===== src/rtl/core/vlasr_pkg.sv =====
// Package for the vector lane ALU with scan and reduce.
// Holds the lane width, op codes, sequencer states and divider handshake types.
// Has no dependencies; every other file of the block imports it.
package vlasr_pkg;

    localparam int LANE_W   = 32;
    localparam int OP_W     = 4;
    localparam int DIV_CNT_W = $clog2(LANE_W);

    localparam logic [OP_W-1:0] OP_ADD      = 4'd0;
    localparam logic [OP_W-1:0] OP_SUB      = 4'd1;
    localparam logic [OP_W-1:0] OP_MUL      = 4'd2;
    localparam logic [OP_W-1:0] OP_DIV      = 4'd3;
    localparam logic [OP_W-1:0] OP_CMPGT    = 4'd4;
    localparam logic [OP_W-1:0] OP_SELECT   = 4'd5;
    localparam logic [OP_W-1:0] OP_SCAN_SUM = 4'd6;
    localparam logic [OP_W-1:0] OP_SCAN_MIN = 4'd9;
    localparam logic [OP_W-1:0] OP_RED_SUM  = 4'd10;
    localparam logic [OP_W-1:0] OP_RED_MIN  = 4'd13;

    typedef enum logic [1:0] {
        KIND_SUM  = 2'd0,
        KIND_PROD = 2'd1,
        KIND_MAX  = 2'd2,
        KIND_MIN  = 2'd3
    } kind_t;

    typedef enum logic [1:0] {
        ST_IDLE,
        ST_DIVIDE,
        ST_FINISH
    } state_t;

    typedef struct packed {
        logic start;
    } div_ctl_t;

    typedef struct packed {
        logic busy;
        logic done;
    } div_sts_t;

endpackage


===== src/rtl/core/vlasr_if.sv =====
// Valid/ready channel interfaces for the vector lane ALU.
// One carries an input lane beat, the other a result beat; both use vlasr_pkg.
interface vlasr_in_if import vlasr_pkg::*; ();
    logic                     valid;
    logic                     ready;
    logic [OP_W-1:0]          op;
    logic signed [LANE_W-1:0] lane_a;
    logic signed [LANE_W-1:0] lane_b;
    logic [LANE_W-1:0]        lane_mask;
    logic                     last_lane;

    modport source (output valid, op, lane_a, lane_b, lane_mask, last_lane, input ready);
    modport sink (input valid, op, lane_a, lane_b, lane_mask, last_lane, output ready);
endinterface

interface vlasr_out_if import vlasr_pkg::*; ();
    logic                     valid;
    logic                     ready;
    logic signed [LANE_W-1:0] value;
    logic                     is_last;

    modport source (output valid, value, is_last, input ready);
    modport sink (input valid, value, is_last, output ready);
endinterface


===== src/rtl/core/vector_lane_alu_scan_reduce.sv =====
// Top level of the vector lane ALU with scan and reduce.
// Uses vlasr_pkg, the channel interfaces in vlasr_if.sv and the divider vlasr_div.
//
// Usage: lane beats arrive on the lanes channel, one 32-bit signed lane each, with an
// op code, a select mask and a mark on the final lane of the vector. Result beats
// leave on the results channel with the lane value and a copy of the last-lane mark.
// Lane-wise ops give one result per lane. Scan ops give the running sum, product,
// max or min for every lane; reduce ops give only the total, at the last lane.
// Unused op codes give no result.
// Sequencing: one lane is taken at a time; the next is taken only after the current one
// has completed. A divide by a nonzero lane runs through the bit-serial divider at one
// quotient bit per cycle before the finish state; every other op goes straight there.
// In the finish state the result is written to the result register once that is free.
// Reset clears the running value and marks the next lane as the first of a vector.
// Stall: a finished result waits in the output register while the next lane is taken
// and worked on; a lane that gives a result completes only once that register is free.
module vector_lane_alu_scan_reduce
    import vlasr_pkg::*;
(
    input  logic       clk,
    input  logic       rst_n,
    vlasr_in_if.sink   lanes,
    vlasr_out_if.source results
);

    state_t            state_reg, state_next;
    logic [OP_W-1:0]   op_reg;
    logic [LANE_W-1:0] a_reg, b_reg, m_reg;
    logic              last_reg;
    logic              neg_reg;
    logic [LANE_W-1:0] run_reg, run_next;
    logic              first_reg, first_next;
    logic              out_valid_reg, out_valid_next;
    logic [LANE_W-1:0] out_value_reg, out_value_next;
    logic              out_last_reg, out_last_next;

    logic              accept;
    logic              finish;
    logic              has_result;
    logic              is_accum;
    kind_t             kind;
    logic [LANE_W-1:0] result;
    logic [LANE_W-1:0] acc_new;
    logic [LANE_W-1:0] mul_x;
    logic [2*LANE_W-1:0] mul_full;
    logic [LANE_W-1:0] mag_a, mag_b;
    logic [LANE_W-1:0] quotient;
    div_ctl_t          div_ctl;
    div_sts_t          div_sts;

    assign accept = lanes.valid && lanes.ready;
    assign mag_a  = lanes.lane_a[LANE_W-1] ? LANE_W'(0) - lanes.lane_a : lanes.lane_a;
    assign mag_b  = lanes.lane_b[LANE_W-1] ? LANE_W'(0) - lanes.lane_b : lanes.lane_b;

    vlasr_div u_div
    (
        .clk      (clk),
        .rst_n    (rst_n),
        .ctl      (div_ctl),
        .dividend (mag_a),
        .divisor  (mag_b),
        .sts      (div_sts),
        .quotient (quotient)
    );

    always_comb
    begin
        is_accum = op_reg inside {[OP_SCAN_SUM:OP_RED_MIN]};
        kind     = kind_t'(2'(op_reg - OP_SCAN_SUM));
        mul_x    = (is_accum && kind == KIND_PROD) ? run_reg : b_reg;
        mul_full = a_reg * mul_x;
        acc_new  = a_reg;
        if (!first_reg)
        begin
            case (kind)
                KIND_SUM:  acc_new = run_reg + a_reg;
                KIND_PROD: acc_new = mul_full[LANE_W-1:0];
                KIND_MAX:  acc_new = ($signed(a_reg) > $signed(run_reg)) ? a_reg : run_reg;
                KIND_MIN:  acc_new = ($signed(run_reg) > $signed(a_reg)) ? a_reg : run_reg;
                default:   acc_new = a_reg;
            endcase
        end
        has_result = 1'b1;
        result     = acc_new;
        case (op_reg)
            OP_ADD:    result = a_reg + b_reg;
            OP_SUB:    result = a_reg - b_reg;
            OP_MUL:    result = mul_full[LANE_W-1:0];
            OP_DIV:    result = (b_reg == '0) ? a_reg :
                                neg_reg ? LANE_W'(0) - quotient : quotient;
            OP_CMPGT:  result = ($signed(a_reg) > $signed(b_reg)) ? '1 : '0;
            OP_SELECT: result = (a_reg & m_reg) | (b_reg & ~m_reg);
            default:
            begin
                if (!is_accum)
                begin
                    has_result = 1'b0;
                end
                else if (op_reg >= OP_RED_SUM && !last_reg)
                begin
                    has_result = 1'b0;
                end
            end
        endcase
    end

    // Next state.
    always_comb
    begin
        state_next = state_reg;
        case (state_reg)
            ST_IDLE:
            begin
                if (accept)
                begin
                    state_next = (lanes.op == OP_DIV && lanes.lane_b != '0) ?
                                 ST_DIVIDE : ST_FINISH;
                end
            end
            ST_DIVIDE:
            begin
                if (div_sts.done)
                begin
                    state_next = ST_FINISH;
                end
            end
            ST_FINISH:
            begin
                if (finish)
                begin
                    state_next = ST_IDLE;
                end
            end
            default: state_next = ST_IDLE;
        endcase
    end

    // Outputs and datapath updates.
    always_comb
    begin
        lanes.ready    = (state_reg == ST_IDLE);
        div_ctl.start  = (state_reg == ST_IDLE) && lanes.valid &&
                         lanes.op == OP_DIV && lanes.lane_b != '0;
        finish         = (state_reg == ST_FINISH) &&
                         (!has_result || !out_valid_reg || results.ready);
        run_next       = run_reg;
        first_next     = first_reg;
        out_valid_next = out_valid_reg && !results.ready;
        out_value_next = out_value_reg;
        out_last_next  = out_last_reg;
        if (finish)
        begin
            first_next = last_reg;
            if (is_accum)
            begin
                run_next = acc_new;
            end
            if (has_result)
            begin
                out_valid_next = 1'b1;
                out_value_next = result;
                out_last_next  = last_reg;
            end
        end
    end

    always_ff @(posedge clk or negedge rst_n)
    begin
        if (!rst_n)
        begin
            state_reg     <= ST_IDLE;
            run_reg       <= '0;
            first_reg     <= 1'b1;
            out_valid_reg <= 1'b0;
        end
        else
        begin
            state_reg     <= state_next;
            run_reg       <= run_next;
            first_reg     <= first_next;
            out_valid_reg <= out_valid_next;
        end
    end

    always_ff @(posedge clk)
    begin
        if (accept)
        begin
            op_reg   <= lanes.op;
            a_reg    <= lanes.lane_a;
            b_reg    <= lanes.lane_b;
            m_reg    <= lanes.lane_mask;
            last_reg <= lanes.last_lane;
            neg_reg  <= lanes.lane_a[LANE_W-1] ^ lanes.lane_b[LANE_W-1];
        end
        out_value_reg <= out_value_next;
        out_last_reg  <= out_last_next;
    end

    assign results.valid   = out_valid_reg;
    assign results.value   = out_value_reg;
    assign results.is_last = out_last_reg;

    a_divide_tracked: assert property (@(posedge clk) disable iff (!rst_n)
        state_reg == ST_DIVIDE |-> div_sts.busy || div_sts.done)
        else $error("sequencer waits on a divider that is not running");

    a_accept_leaves_idle: assert property (@(posedge clk) disable iff (!rst_n)
        accept |=> state_reg != ST_IDLE)
        else $error("accepted lane did not start work");

    a_running_only_at_finish: assert property (@(posedge clk) disable iff (!rst_n)
        !$stable(run_reg) |-> $past(state_reg) == ST_FINISH)
        else $error("running value changed outside lane completion");

    a_result_from_finish: assert property (@(posedge clk) disable iff (!rst_n)
        $rose(out_valid_reg) |-> $past(state_reg) == ST_FINISH)
        else $error("result beat raised without a completed lane");

endmodule


===== src/rtl/core/vlasr_div.sv =====
// Iterative unsigned restoring divider, one quotient bit per cycle.
// Used by the vector lane ALU for its signed divide; depends on vlasr_pkg.
module vlasr_div
    import vlasr_pkg::*;
(
    input  logic              clk,
    input  logic              rst_n,
    input  div_ctl_t          ctl,
    input  logic [LANE_W-1:0] dividend,
    input  logic [LANE_W-1:0] divisor,
    output div_sts_t          sts,
    output logic [LANE_W-1:0] quotient
);

    logic                 busy_reg, busy_next;
    logic                 done_reg, done_next;
    logic [DIV_CNT_W-1:0] cnt_reg, cnt_next;
    logic [LANE_W-1:0]    rem_reg, rem_next;
    logic [LANE_W-1:0]    quo_reg, quo_next;
    logic [LANE_W-1:0]    den_reg, den_next;
    logic [LANE_W:0]      shifted;
    logic [LANE_W:0]      trial;

    always_comb
    begin
        shifted   = {rem_reg, quo_reg[LANE_W-1]};
        trial     = shifted - {1'b0, den_reg};
        busy_next = busy_reg;
        done_next = 1'b0;
        cnt_next  = cnt_reg;
        rem_next  = rem_reg;
        quo_next  = quo_reg;
        den_next  = den_reg;
        if (ctl.start)
        begin
            busy_next = 1'b1;
            cnt_next  = DIV_CNT_W'(LANE_W - 1);
            rem_next  = '0;
            quo_next  = dividend;
            den_next  = divisor;
        end
        else if (busy_reg)
        begin
            rem_next = trial[LANE_W] ? shifted[LANE_W-1:0] : trial[LANE_W-1:0];
            quo_next = {quo_reg[LANE_W-2:0], ~trial[LANE_W]};
            cnt_next = cnt_reg - 1'b1;
            if (cnt_reg == '0)
            begin
                busy_next = 1'b0;
                done_next = 1'b1;
            end
        end
    end

    always_ff @(posedge clk or negedge rst_n)
    begin
        if (!rst_n)
        begin
            busy_reg <= 1'b0;
            done_reg <= 1'b0;
            cnt_reg  <= '0;
        end
        else
        begin
            busy_reg <= busy_next;
            done_reg <= done_next;
            cnt_reg  <= cnt_next;
        end
    end

    always_ff @(posedge clk)
    begin
        rem_reg <= rem_next;
        quo_reg <= quo_next;
        den_reg <= den_next;
    end

    assign sts.busy = busy_reg;
    assign sts.done = done_reg;
    assign quotient = quo_reg;

endmodule

===== src/flat_wrapper.sv =====
// flat-port wrapper written by rule: the top's interface ports become plain ports
module vector_lane_alu_scan_reduce_flat import vlasr_pkg::*;
  (clk, rst_n, lanes_valid, lanes_op, lanes_lane_a, lanes_lane_b, lanes_lane_mask, lanes_last_lane, lanes_ready, results_valid, results_value, results_is_last, results_ready);
  vlasr_in_if lanes_i ();
  vlasr_out_if results_i ();
  input  logic clk;
  input  logic rst_n;
  input wire logic [$bits(lanes_i.valid)-1:0] lanes_valid;
  input wire logic [$bits(lanes_i.op)-1:0] lanes_op;
  input wire logic [$bits(lanes_i.lane_a)-1:0] lanes_lane_a;
  input wire logic [$bits(lanes_i.lane_b)-1:0] lanes_lane_b;
  input wire logic [$bits(lanes_i.lane_mask)-1:0] lanes_lane_mask;
  input wire logic [$bits(lanes_i.last_lane)-1:0] lanes_last_lane;
  output wire logic [$bits(lanes_i.ready)-1:0] lanes_ready;
  output wire logic [$bits(results_i.valid)-1:0] results_valid;
  output wire logic [$bits(results_i.value)-1:0] results_value;
  output wire logic [$bits(results_i.is_last)-1:0] results_is_last;
  input wire logic [$bits(results_i.ready)-1:0] results_ready;
  assign lanes_i.valid = lanes_valid;
  assign lanes_i.op = lanes_op;
  assign lanes_i.lane_a = lanes_lane_a;
  assign lanes_i.lane_b = lanes_lane_b;
  assign lanes_i.lane_mask = lanes_lane_mask;
  assign lanes_i.last_lane = lanes_last_lane;
  assign lanes_ready = lanes_i.ready;
  assign results_valid = results_i.valid;
  assign results_value = results_i.value;
  assign results_is_last = results_i.is_last;
  assign results_i.ready = results_ready;
  vector_lane_alu_scan_reduce u_core (.clk(clk), .rst_n(rst_n), .lanes(lanes_i), .results(results_i));
endmodule

===== config.mk =====
export PLATFORM = sky130hd
export DESIGN_NAME = vector_lane_alu_scan_reduce_flat
export DESIGN_NICKNAME = d
export VERILOG_FILES = /design/src/rtl/core/vlasr_pkg.sv /design/src/rtl/core/vlasr_if.sv /design/src/rtl/core/vector_lane_alu_scan_reduce.sv /design/src/rtl/core/vlasr_div.sv /design/src/flat_wrapper.sv
export SDC_FILE = /design/constraint.sdc
export NUM_CORES = 2
export LEC_CHECK = 0
export ABC_AREA = 1
export BUFFER_PORTS_ARGS = -buffer_cell sky130_fd_sc_hd__buf_2
export CORE_MARGIN = 3
export CORE_UTILIZATION = 60
export DETAILED_ROUTE_END_ITERATION = 10
export GPL_ROUTABILITY_DRIVEN = 0
export PLACE_DENSITY_LB_ADDON = 0.12
export SETUP_SLACK_MARGIN = 0.5
export SKIP_LAST_GASP = 1
export SLEW_MARGIN = 40
export SYNTH_ARGS = -nofsm -noshare
export SYNTH_HDL_FRONTEND = slang
export SYNTH_HIERARCHICAL = 1
export SYNTH_SLANG_ARGS = --single-unit

===== constraint.sdc =====
create_clock -name clk -period 12 [get_ports clk]
set_input_delay 1.2 -clock clk [delete_from_list [all_inputs] [get_ports clk]]
set_output_delay 1.2 -clock clk [all_outputs]
set_load 0.01 [all_outputs]

==> results by group <==
Outcome
  – Status: finished, final reports clean

STA
  – Period utilization: 85.7%
  – F_max: 97.3 MHz
  – Final setup viols: 0
  – Final WS setup: 1.72 ns
  – Slew HR: 36.8%
  – Period minus WS final: 10.28 ns
  – Worst slew pin tran: 0.947 ns
  – Slew Limit Fails: 0
  – Worst Skew: 0.0436 ns
  – Fin Setup TNS: 0 ns
  – RSZ-0062 raised after global routing: false
  – Fin. Hold Viols: 0

Cells and area
  – P&R area growth vs syn: 6.07%
  – Share of cells above drive strength 1: 6.61%
  – Multi-input logic area: 27600 um2
  – Fin nets: 6318
  – Fill cell count: 5851
  – Reg area: 7690 um2

Global route
  – Total GRT Usage: 41.0%
  – Gr ovfl total: 0
  – Vias in the first global route: 36.9k
  – Initial antenna violation count: 6
  – Largest net degree at the start of global routing: 73
  – First-pass GRT wire length: 218000 um

Critical path
  – Critical path startpoint category: register
  – Crit-path max FO: 50
  – Crit. End Element: register
  – Slowest cell on the critical path: clkinv_1
  – CP peak stage delay: 0.74 ns
  – Classification of the worst setup path: reg -> reg
  – CP arrival: 10.63 ns
  – Worst Path Required: 12.35 ns
  – Critical Path Most Common Cell: fa_1

Clocking
  – Root Buffer: clkbuf_16
  – Inserted Clock Buffers: 30
  – Postcts setup bufs: 0
  – Clk buf depth: 3
  – CTS tree: done
  – Worst-path clk slew: 0.08 ns
  – Post-CTS Hold Fix Bufs: 0
  – CTS resizes: 0
  – Htree depth: 1
  – Clk Latency, worst-skew pair: 0.61 ns
  – # clock sinks: 274

Hold path
  – Hold Crit Class: reg -> reg

Die
  – Die W: 264 um
  – Initial core utilization: 61.2%
  – CORE AREA: 65000 um2
  – Io pins: 140
  – Die footprint: 69500 um2
  – Die H: 264 um
  – Rows: 93

Synthesis
  – Avg Cell Area, Syn: 7.26 um2
  – Synthesized instance count: 5481
  – Ys Warns: 6
  – Post-synthesis cell area: 39800 um2
  – Syn Nets: 6284

Power
  – Leakage Power: 20.9 nW
  – Switching share of power: 23.3%
  – Clock power share: 46.7%
  – Cell Pwr Density: 48.2 nW/um2
  – Internal: 1.56 mW
  – Comb power frac: 3.5%
  – Sequential group share of total power: 49.8%
  – Max IR drop VDD: 0.116 mV
  – P_sw: 0.474 mW

Route
  – Routed Antenna Nets: 0
  – DR vias/cell: 6.06
  – Pre-Repair DR Iteration Count: 11
  – Avg WL per Cell: 22.6 um
  – DR vias: 38.7k
  – # DRC: 0
  – Final WL: 145000 um
  – DRT iter0 DRCs: 5114

Placed design
  – Post-DP HPWL: 112000 um
  – Port bufs: 139
  – Worst slack, placed: 2.12 ns

Flow run
  – Total of max-cap violations: 0
-- per-layer routing --
metal,up-vias,share of wire (%),GRT usage [%]
met1,18200,36,53.5
met3,593,16,14.3
met5,-,0.10,0
met2,2581,40,58.6
met4,12,8.3,25.2
li1,17400,-,-
-- critical path: cells and delay by family, from the launching register on --
kind / cells / cell delay, ns
DFF: 1 / 0.50
AOI/OAI and AO/OA: 4 / 0.91
buffers and inverters: 6 / 1.43
adders and majority gates: 9 / 4.23
and+or+nand+nor: 15 / 2.95
-- final timing paths --
check,from,to,slack (ns),depth (start not counted)
max in group asynchronous,rst_n,u_core/run_reg[3]$_DFFE_PN0P_,10.74,2
worst max register to register,u_core/op_reg[1]$_DFFE_PP_,u_core/results.value[30]$_DFFE_PP_,1.72,34
worst max-delay path,u_core/op_reg[1]$_DFFE_PP_,u_core/results.value[30]$_DFFE_PP_,1.72,34
min in group asynchronous,rst_n,u_core/results.valid$_DFF_PN0_,0.75,2
worst min-delay path,u_core/u_div/done_reg$_DFF_PN0_,u_core/state_reg[0]$_DFFE_PN0P_,0.45,1
worst min register to register,u_core/u_div/done_reg$_DFF_PN0_,u_core/state_reg[0]$_DFFE_PN0P_,0.45,1
-- placed cells by master (no fill, tap or decap), drive strengths merged, types with 16 or more instances in the layout --
cell,instances
ha,286
nor3,75
nand4,46
o21ai,287
xor2,82
nand3,252
fa,412
clkbuf,33
o211ai,86
nand2,1323
nor2,627
buf,202
nand3b,16
xnor2,63
edfxtp,199
a31oi,16
clkinv,28
a21oi,271
dfrtp,42
or2,32
nor4,26
o2111ai,25
inv,970
dfxtp,32
-- through the flow --
stage          utilization, %  instance area, um2  instances  power (mW)  hold slack (ns)
5_1_grt                  64.9               42200       6394        2.08            0.473
4_1_cts                  64.9               42200       6393        2.04            0.453
3_3_place_gp             63.4               41200       6338        1.10            0.452
2_1_floorplan               -               39800       5481        1.06            0.449
3_5_place_dp             63.4               41200       6338        1.10            0.444
6_report                 64.9               42200       6395        2.03            0.455
-- area by class of cell --
cell class	instances	share of cell area (%)
inverters	984	8.76
clock buffers	33	1.85
multi-input cells	4023	65.4
diodes	2	0.0119
repair buffers	202	2.78
flip-flops and latches	274	18.2
clock inverters	22	0.468
well taps	855	2.53
-- power by group through the flow --
stage	clock [mW]	combinational [mW]	sequential, mW
after floorplan	0	0.0297	1.03
after global placement	0	0.0688	1.03
after detailed placement	0	0.0699	1.03
after CTS	0.953	0.0707	1.01
after global routing	0.992	0.0784	1.01
final	0.949	0.0714	1.01
Note: power is estimated with default switching activity, not from simulation.
